$ cat config.mk
export PLATFORM = sky130hd
export DESIGN_NAME = latency_stats_top_k_tracker_unit
export DESIGN_NICKNAME = d
export VERILOG_FILES = /design/src/hw/rtl/lstk_pkg.sv /design/src/hw/rtl/latency_stats_top_k_tracker_unit.sv
export VERILOG_INCLUDE_DIRS = /design/src /design/src/hw/rtl
export SDC_FILE = /design/constraint.sdc
export NUM_CORES = 2
export LEC_CHECK = 0
export BUFFER_PORTS_ARGS = -buffer_cell sky130_fd_sc_hd__clkbuf_2
export CORE_UTILIZATION = 55
export DETAILED_ROUTE_END_ITERATION = 8
export GPL_TIMING_DRIVEN = 0
export HOLD_SLACK_MARGIN = 0.08
export PLACE_DENSITY = 0.78
export SLEW_MARGIN = 20
export SYNTH_ARGS = -nofsm -noshare
export SYNTH_HDL_FRONTEND = slang
export SYNTH_SLANG_ARGS = --single-unit
$ cat constraint.sdc
create_clock -name aclk -period 14.4 [get_ports aclk]
set_clock_uncertainty 0.05 [all_clocks]
set_input_delay 0.72 -clock aclk [delete_from_list [all_inputs] [get_ports aclk]]
set_output_delay 0.72 -clock aclk [all_outputs]
set_load 0.1 [all_outputs]
$ cat src/hw/rtl/latency_stats_top_k_tracker_unit_assert.svh
// Assertion macros for the latency statistics unit
`ifndef LATENCY_STATS_TOP_K_TRACKER_UNIT_ASSERT_SVH
`define LATENCY_STATS_TOP_K_TRACKER_UNIT_ASSERT_SVH

// implication in the same cycle
`define LSTK_ASSERT_NOW(label, ante, cons, msg) \
    label: assert property (@(posedge aclk) disable iff (!aresetn) (ante) |-> (cons)) \
        else $error(msg);

// implication on the following cycle
`define LSTK_ASSERT_NEXT(label, ante, cons, msg) \
    label: assert property (@(posedge aclk) disable iff (!aresetn) (ante) |=> (cons)) \
        else $error(msg);

`endif

$ cat src/hw/rtl/lstk_pkg.sv
`timescale 1ns / 1ps

package lstk_pkg;

    localparam int NUM_CLASSES = 6;
    localparam int KEEP        = 8;

    localparam int CIDX_W = (NUM_CLASSES > 1) ? $clog2(NUM_CLASSES) : 1;
    localparam int KIDX_W = (KEEP > 1) ? $clog2(KEEP) : 1;
    localparam int KCNT_W = 7;

    localparam logic [31:0] THRESHOLD_RESET = 32'd100000;

    localparam logic [1:0] CMD_RECORD     = 2'd0;
    localparam logic [1:0] CMD_READ_CLASS = 2'd1;
    localparam logic [1:0] CMD_READ_ENTRY = 2'd2;
    localparam logic [1:0] CMD_CLEAR      = 2'd3;

    localparam logic [1:0] STAT_OK        = 2'd0;
    localparam logic [1:0] STAT_BAD_CLASS = 2'd1;
    localparam logic [1:0] STAT_NO_ENTRY  = 2'd2;

    localparam logic [47:0] MAX48 = 48'hFFFF_FFFF_FFFF;
    localparam logic [47:0] MAX32 = 48'h0000_FFFF_FFFF;

    typedef logic [42:0] tag_t;

endpackage

$ cat src/hw/rtl/latency_stats_top_k_tracker_unit.sv
// One item at a time: s_tready is high only in idle, so a new item is taken once the last
//   result has loaded; that waits while an untaken result is held. Reads and clears go
//   straight to the result; an event runs count, total, max, measured total and slow check,
//   and a slow one is placed by the shared comparator walking the kept list, or dropped.
// Reset (aresetn low, synchronous): statistics and list length cleared,
//   threshold back to 100000 us, no result pending.
`timescale 1ns / 1ps

module latency_stats_top_k_tracker_unit
    import lstk_pkg::*;
(
    input  logic         aclk,
    input  logic         aresetn,
    input  logic         s_tvalid,
    output logic         s_tready,
    // op_class, conn_state, client_id, duration, entry_index
    input  logic [87:0]  s_tdata,
    // cmd
    input  logic [1:0]   s_tuser,
    output logic         m_tvalid,
    input  logic         m_tready,
    // class_count, class_total, class_max, slow_total, kept_count, measured_total,
    // entry_class, entry_state, entry_client, entry_duration, rank_taken
    output logic [287:0] m_tdata,
    // status
    output logic [1:0]   m_tuser,
    input  logic         cfg_valid,
    output logic         cfg_ready,
    input  logic [31:0]  cfg_data
);

    `include "latency_stats_top_k_tracker_unit_assert.svh"

    localparam logic [3:0] ST_IDLE  = 4'd0;
    localparam logic [3:0] ST_CNT   = 4'd1;
    localparam logic [3:0] ST_TOT   = 4'd2;
    localparam logic [3:0] ST_MAX   = 4'd3;
    localparam logic [3:0] ST_MEAS  = 4'd4;
    localparam logic [3:0] ST_SLOW  = 4'd5;
    localparam logic [3:0] ST_SCAN  = 4'd6;
    localparam logic [3:0] ST_SHIFT = 4'd7;
    localparam logic [3:0] ST_OUT   = 4'd8;

    logic [3:0]        state_reg, state_next;
    logic [31:0]       thr_reg, thr_next;
    logic              m_valid_reg, m_valid_next;
    logic [287:0]      m_data_reg, m_data_next;
    logic [1:0]        m_user_reg, m_user_next;

    logic [31:0]       cnt_reg [NUM_CLASSES];
    logic [31:0]       cnt_next [NUM_CLASSES];
    logic [47:0]       tot_reg [NUM_CLASSES];
    logic [47:0]       tot_next [NUM_CLASSES];
    logic [31:0]       max_reg [NUM_CLASSES];
    logic [31:0]       max_next [NUM_CLASSES];
    logic [47:0]       meas_reg, meas_next;
    logic [31:0]       slow_reg, slow_next;
    logic [KCNT_W-1:0] kept_reg, kept_next;

    logic [31:0]       kdur_reg [KEEP];
    logic [31:0]       kdur_next [KEEP];
    tag_t              ktag_reg [KEEP];
    tag_t              ktag_next [KEEP];

    logic [1:0]        cmd_reg, cmd_next;
    logic [2:0]        cls_reg, cls_next;
    logic [7:0]        cst_reg, cst_next;
    logic [31:0]       cli_reg, cli_next;
    logic [31:0]       dur_reg, dur_next;
    logic [KCNT_W-1:0] pos_reg, pos_next;
    logic [KCNT_W-1:0] rank_reg, rank_next;
    logic [1:0]        stat_reg, stat_next;

    logic [CIDX_W-1:0] cidx;
    logic [KIDX_W-1:0] kidx;
    logic [31:0]       rd_dur;
    tag_t              rd_tag;
    logic [KCNT_W-1:0] last_idx;

    logic [47:0]       add_a, add_b, add_res;
    logic              add_w48;
    logic [48:0]       add_sum;
    logic [31:0]       cmp_a, cmp_b;
    logic              cmp_ge;

    logic [2:0]        in_cls;
    logic [5:0]        in_idx;
    logic              show_class, show_entry;
    logic [31:0]       o_cnt, o_max, o_eclient, o_edur;
    logic [47:0]       o_tot;
    logic [2:0]        o_ecls;
    logic [7:0]        o_est;

    assign s_tready  = (state_reg == ST_IDLE);
    assign m_tvalid  = m_valid_reg;
    assign m_tdata   = m_data_reg;
    assign m_tuser   = m_user_reg;
    assign cfg_ready = 1'b1;

    assign in_cls = s_tdata[2:0];
    assign in_idx = s_tdata[80:75];

    assign cidx     = cls_reg[CIDX_W-1:0];
    assign kidx     = pos_reg[KIDX_W-1:0];
    assign rd_dur   = kdur_reg[kidx];
    assign rd_tag   = ktag_reg[kidx];
    assign last_idx = (kept_reg < KCNT_W'(KEEP)) ? kept_reg : KCNT_W'(KEEP - 1);

    // shared saturating adder and comparator
    always_comb begin
        add_a   = '0;
        add_b   = '0;
        add_w48 = 1'b0;
        cmp_a   = '0;
        cmp_b   = '0;
        case (state_reg)
            ST_CNT: begin
                add_a = {16'b0, cnt_reg[cidx]};
                add_b = 48'd1;
            end
            ST_TOT: begin
                add_a   = tot_reg[cidx];
                add_b   = {16'b0, dur_reg};
                add_w48 = 1'b1;
            end
            ST_MAX: begin
                cmp_a = max_reg[cidx];
                cmp_b = dur_reg;
            end
            ST_MEAS: begin
                add_a   = meas_reg;
                add_b   = {16'b0, dur_reg};
                add_w48 = 1'b1;
            end
            ST_SLOW: begin
                add_a = {16'b0, slow_reg};
                add_b = 48'd1;
                cmp_a = dur_reg;
                cmp_b = thr_reg;
            end
            ST_SCAN: begin
                cmp_a = rd_dur;
                cmp_b = dur_reg;
            end
            default: begin
                add_a = '0;
            end
        endcase
    end

    assign add_sum = {1'b0, add_a} + {1'b0, add_b};
    assign add_res = add_w48 ? (add_sum[48] ? MAX48 : add_sum[47:0])
                             : ((add_sum[48:32] != 17'd0) ? MAX32 : add_sum[47:0]);
    assign cmp_ge  = (cmp_a >= cmp_b);

    // result fields
    assign show_class = ((cmd_reg == CMD_RECORD) || (cmd_reg == CMD_READ_CLASS))
                        && (stat_reg == STAT_OK);
    assign show_entry = (cmd_reg == CMD_READ_ENTRY) && (stat_reg == STAT_OK);
    assign o_cnt      = show_class ? cnt_reg[cidx] : 32'd0;
    assign o_tot      = show_class ? tot_reg[cidx] : 48'd0;
    assign o_max      = show_class ? max_reg[cidx] : 32'd0;
    assign o_ecls     = show_entry ? rd_tag[42:40] : 3'd0;
    assign o_est      = show_entry ? rd_tag[39:32] : 8'd0;
    assign o_eclient  = show_entry ? rd_tag[31:0]  : 32'd0;
    assign o_edur     = show_entry ? rd_dur        : 32'd0;

    always_comb begin
        state_next   = state_reg;
        thr_next     = thr_reg;
        m_valid_next = m_valid_reg;
        m_data_next  = m_data_reg;
        m_user_next  = m_user_reg;
        cnt_next     = cnt_reg;
        tot_next     = tot_reg;
        max_next     = max_reg;
        meas_next    = meas_reg;
        slow_next    = slow_reg;
        kept_next    = kept_reg;
        kdur_next    = kdur_reg;
        ktag_next    = ktag_reg;
        cmd_next     = cmd_reg;
        cls_next     = cls_reg;
        cst_next     = cst_reg;
        cli_next     = cli_reg;
        dur_next     = dur_reg;
        pos_next     = pos_reg;
        rank_next    = rank_reg;
        stat_next    = stat_reg;

        if (cfg_valid) begin
            thr_next = cfg_data;
        end

        if (m_valid_reg && m_tready) begin
            m_valid_next = 1'b0;
        end

        case (state_reg)
            ST_IDLE: begin
                if (s_tvalid) begin
                    cmd_next  = s_tuser;
                    cls_next  = in_cls;
                    cst_next  = s_tdata[10:3];
                    cli_next  = s_tdata[42:11];
                    dur_next  = s_tdata[74:43];
                    pos_next  = {1'b0, in_idx};
                    rank_next = KCNT_W'(KEEP);
                    stat_next = STAT_OK;
                    state_next = ST_OUT;
                    case (s_tuser)
                        CMD_RECORD, CMD_READ_CLASS: begin
                            if ({1'b0, in_cls} >= 4'(NUM_CLASSES)) begin
                                stat_next = STAT_BAD_CLASS;
                            end else if (s_tuser == CMD_RECORD) begin
                                state_next = ST_CNT;
                            end
                        end
                        CMD_READ_ENTRY: begin
                            if (({1'b0, in_idx} >= kept_reg)
                                    || ({1'b0, in_idx} >= KCNT_W'(KEEP))) begin
                                stat_next = STAT_NO_ENTRY;
                            end
                        end
                        default: begin
                            for (int i = 0; i < NUM_CLASSES; i++) begin
                                cnt_next[i] = '0;
                                tot_next[i] = '0;
                                max_next[i] = '0;
                            end
                            meas_next = '0;
                            slow_next = '0;
                            kept_next = '0;
                        end
                    endcase
                end
            end
            ST_CNT: begin
                cnt_next[cidx] = add_res[31:0];
                state_next     = ST_TOT;
            end
            ST_TOT: begin
                tot_next[cidx] = add_res;
                state_next     = ST_MAX;
            end
            ST_MAX: begin
                if (!cmp_ge) begin
                    max_next[cidx] = dur_reg;
                end
                state_next = ST_MEAS;
            end
            ST_MEAS: begin
                meas_next  = add_res;
                state_next = ST_SLOW;
            end
            ST_SLOW: begin
                if (cmp_ge) begin
                    slow_next  = add_res[31:0];
                    pos_next   = '0;
                    state_next = ST_SCAN;
                end else begin
                    state_next = ST_OUT;
                end
            end
            ST_SCAN: begin
                if ((pos_reg < kept_reg) && cmp_ge) begin
                    pos_next = pos_reg + KCNT_W'(1);
                end else if (pos_reg >= KCNT_W'(KEEP)) begin
                    state_next = ST_OUT;
                end else begin
                    state_next = ST_SHIFT;
                end
            end
            ST_SHIFT: begin
                for (int i = 0; i < KEEP; i++) begin
                    if (KCNT_W'(i) == pos_reg) begin
                        kdur_next[i] = dur_reg;
                        ktag_next[i] = {cls_reg, cst_reg, cli_reg};
                    end else if ((i > 0) && (KCNT_W'(i) > pos_reg)
                                 && (KCNT_W'(i) <= last_idx)) begin
                        kdur_next[i] = kdur_reg[(i > 0) ? i - 1 : 0];
                        ktag_next[i] = ktag_reg[(i > 0) ? i - 1 : 0];
                    end
                end
                if (kept_reg < KCNT_W'(KEEP)) begin
                    kept_next = kept_reg + KCNT_W'(1);
                end
                rank_next  = pos_reg;
                state_next = ST_OUT;
            end
            ST_OUT: begin
                if (!m_valid_reg || m_tready) begin
                    m_valid_next = 1'b1;
                    m_user_next  = stat_reg;
                    m_data_next  = {7'd0, rank_reg, o_edur, o_eclient, o_est, o_ecls,
                                    meas_reg, kept_reg, slow_reg, o_max, o_tot, o_cnt};
                    state_next   = ST_IDLE;
                end
            end
            default: begin
                state_next = ST_IDLE;
            end
        endcase
    end

    always_ff @(posedge aclk) begin
        if (!aresetn) begin
            state_reg   <= ST_IDLE;
            thr_reg     <= THRESHOLD_RESET;
            m_valid_reg <= 1'b0;
            for (int i = 0; i < NUM_CLASSES; i++) begin
                cnt_reg[i] <= '0;
                tot_reg[i] <= '0;
                max_reg[i] <= '0;
            end
            meas_reg <= '0;
            slow_reg <= '0;
            kept_reg <= '0;
        end else begin
            state_reg   <= state_next;
            thr_reg     <= thr_next;
            m_valid_reg <= m_valid_next;
            cnt_reg     <= cnt_next;
            tot_reg     <= tot_next;
            max_reg     <= max_next;
            meas_reg    <= meas_next;
            slow_reg    <= slow_next;
            kept_reg    <= kept_next;
        end
    end

    always_ff @(posedge aclk) begin
        m_data_reg <= m_data_next;
        m_user_reg <= m_user_next;
        kdur_reg   <= kdur_next;
        ktag_reg   <= ktag_next;
        cmd_reg    <= cmd_next;
        cls_reg    <= cls_next;
        cst_reg    <= cst_next;
        cli_reg    <= cli_next;
        dur_reg    <= dur_next;
        pos_reg    <= pos_next;
        rank_reg   <= rank_next;
        stat_reg   <= stat_next;
    end

    `LSTK_ASSERT_NOW(a_kept_bound, 1'b1, kept_reg <= KCNT_W'(KEEP),
        "kept list longer than its capacity")
    `LSTK_ASSERT_NEXT(a_accept_busy, s_tvalid && s_tready, state_reg != ST_IDLE,
        "accepted item did not start work")
    `LSTK_ASSERT_NOW(a_scan_bound, state_reg == ST_SCAN, pos_reg <= kept_reg,
        "walk position beyond filled entries")
    `LSTK_ASSERT_NOW(a_shift_bound, state_reg == ST_SHIFT, pos_reg < KCNT_W'(KEEP),
        "insertion rank outside the list")

endmodule

==> results_dict.tcl <==
set metrics [dict create \
    num_rows 137 \
    synth_largest_type_area_fraction_pct 37.7 \
    swShare_pct 28.3 \
    n_fill_cell 10500 \
    initial_core_util_pct 55.6 \
    clock_power_share_pct 41.6 \
    antenna_violating_nets_post_route 0 \
    startpoint_type "flip-flop" \
    netlist_top_cells_count "976 x edfxtp_1, 796 x dfxtp_1, 681 x nand2_1" \
    post-route-drc-count 4 \
    synth_seq_cells 1772 \
    clkSinkCount 1772 \
    grt_use_total_pct 43.4 \
    drt-pass1-iter-count 9 \
    grt_max_degree 43 \
    post_synth_main_area_contributors "edfxtp_1 38%, dfxtp_1 21%, mux2_2 7.9%" \
    pwr-share-comb_pct 11.3 \
    num_io_pins 420 \
    cts-root-to-sink-buffers 3 \
    ys_async_sr_fraction_pct 0 \
    max_capacitance_violation_total 0 \
    placeableCoreArea_mm2 0.140 \
    max_stage_delay_ps 910 \
    tritoncts "yes" \
    fin_nets 7510 \
    final_area_mm2 0.0904 \
    crit_path_max_fanout 11 \
    syn_area_mm2 0.0776 \
    slew-limit-headroom_pct 14.0 \
    drt_first_iter_violations 10000 \
    placed_area_mm2 0.0835 \
    worstSetupPathType "flip-flop to flip-flop" \
    number_of_enable_flip_flop_cells_after_synthesis 976 \
    power.density_cell_area_mw_per_mm2 129 \
    yosys.cell_count.top_type "edfxtp_1" \
    number_of_antenna_violations_at_the_first_check_in_global_routing 28 \
    worstSetupEndpointType "flip-flop" \
    post_synthesis_cell_count 6573 \
    timing.fmax_ghz 0.100 \
    synthesized_area_divided_by_synthesized_cell_count_um2 11.8 \
    die_y_um 378 \
    leakagePower_nw 32.3 \
    timing.critical_path.slowest_stage_cell "a222oi_1" \
    setup_total_negative_slack_ps 0 \
    worstPathRequired_ps 15100 \
    placer_congestion_estimate 1.06 \
    place.detailed.hpwl_um 227000 \
    clock_tree.root_cell "clkbuf_16" \
    fin_crit_sh_pct 69.4 \
    internal_power_mw 8.36 \
    insertion_delay_ps 860 \
    multi_input_comb_area_mm2 0.0303 \
    synthFlopType "edfxtp_1" \
    route.detailed.vias_per_inst 6.85 \
    grt_first_pass_wirelength_um 440000 \
    area.sequential_mm2 0.0452 \
    ys.warnings.count 0 \
    dpl.cell_count 8916 \
    area_delta_synth_final_pct 16.4 \
    finalSetupViolCount 0 \
    cts_h_tree_depth 4 \
    setup_repair_after_global_routing_missed_its_margin "no" \
    port_buffers 403 \
    report.final.slew_viol_count 0 \
    ys_seq_area_share_pct 58.3 \
    violations_in_the_final_reports "design-rule violations" \
    yosysUniqueCellTypes 92 \
    fp.dieW_um 378 \
    status "finished with violations" \
    routed_wirelength_um 316000 \
    cp.arrival_ps 10690 \
    final-instance-count-excl-fill 9340 \
    numCtsBuffers 180 \
    final_layout_size_suffix_gt1_share_pct 19.3 \
    min_period_ps 9990 \
    seqPwrFrac_pct 47.1 \
    finalHoldViolations 0 \
    largest_register_ffs 344 \
    grt_pass1_vias 61500 \
    ir_drop_uv 116 \
    synth_top_cell_by_area "edfxtp_1" \
    wire_per_inst_um 33.8 \
    via_count 64000 \
    floorplan.die_area_mm2 0.143 \
    grt_overflow 0 \
    worst_setup_hold_path_clk_slew_ps 70 \
    worst_hold_path_type "primary input to flip-flop" \
    p_switching_mw 3.31 \
    worstMarginPinSlew_ps 1290 \
]
## cells in the final DEF, fill, tap and decap left out, drive strengths merged, types with 166 or more instances in the layout
cell type  count
a21oi        227
mux2i        301
buf          166
nor2         427
dfxtp        796
nand2        682
edfxtp       976
o21ai        343
clkbuf      1106
mux2         545
a22oi        265
## area by class of cell
cell class / instances / share of cell area (%)
antenna: 10 / 0.0277
buffer: 562 / 2.59
clock buffer: 245 / 5.50
clock inverter: 90 / 1.19
inverter: 23 / 0.101
multi-input combinational: 4222 / 33.5
sequential: 1772 / 50.1
tap: 1876 / 2.60
timing repair buffer: 540 / 4.40
## power by group through the flow
stage          clock network [mW]  logic (mW)  registers (mW)
4_1_cts                      4.82        1.27            5.49
2_1_floorplan                   0       0.408            5.99
5_1_grt                      5.02        1.33            5.50
6_report                     4.86        1.32            5.49
3_5_place_dp                    0        1.25            5.59
3_3_place_gp                    0        1.21            5.63
## kinds of logic (layout without fill, tap and decap cells)
group	count (synthesis)	count (layout)	synth area share [%]
compound gates	1759	1759	16.5
xor+xnor	55	55	0.620
fa+ha+maj	82	82	1.33
buf+inv	585	1460	3.04
flops	1772	1772	58.3
mux	851	851	11.9
other cells	2	18	0.00967
simple gates	1467	1467	8.33
## worst paths after layout
kind | startpoint | slack, ps | cells after the start | to
worst min register to register | rank_reg[0]$_SDFFCE_PN0P_ | 400 | 0 | m_tdata[274]$_DFFE_PP_
worst max register to register | cidx[0]$_DFFE_PP_ | 4410 | 25 | tot_reg[139]$_SDFFE_PN0P_
worst min-delay path | cfg_data[26] | 120 | 3 | thr_reg[26]$_SDFFE_PN0P_
worst max-delay path | cidx[0]$_DFFE_PP_ | 4410 | 25 | tot_reg[139]$_SDFFE_PN0P_
## worst max-delay path: cells and delay by family (launching register included)
kind / cells / cell delay [ps]
compound gates: 7 / 3340
fa+ha+maj: 1 / 480
buf+inv: 9 / 3550
flops: 1 / 360
simple gates: 8 / 2080
## through the flow
step	utilization (%)	power (mW)	worst slack, ps	hold WS, ps
after floorplan	-	6.39	5360	350
final	64.7	11.7	4410	117
after global placement	58.7	6.84	752	378
after detailed placement	59.7	6.84	4910	378
after global routing	64.7	11.8	4370	112
after CTS	64.6	11.6	4910	87.8
## per-layer routing
| layer | vias up | wire, um | global-route usage [%] |
|---|---|---|---|
| met5 | - | 209 | 0 |
| met4 | 28 | 26700 | 31.2 |
| met3 | 1236 | 40600 | 13.7 |
| met2 | 5109 | 137000 | 64.9 |
| met1 | 31300 | 111000 | 52.9 |
| li1 | 26300 | - | - |
## what timing repair did
| item | 4_1_cts | 5_1_grt |
|---|---|---|
| resized for setup | 0 | 0 |
| endpoints found under the hold margin | 75 | 0 |
| hold buffers | 75 | 0 |
| buffers inserted | 0 | 0 |
(Power assumes the default switching activity.)
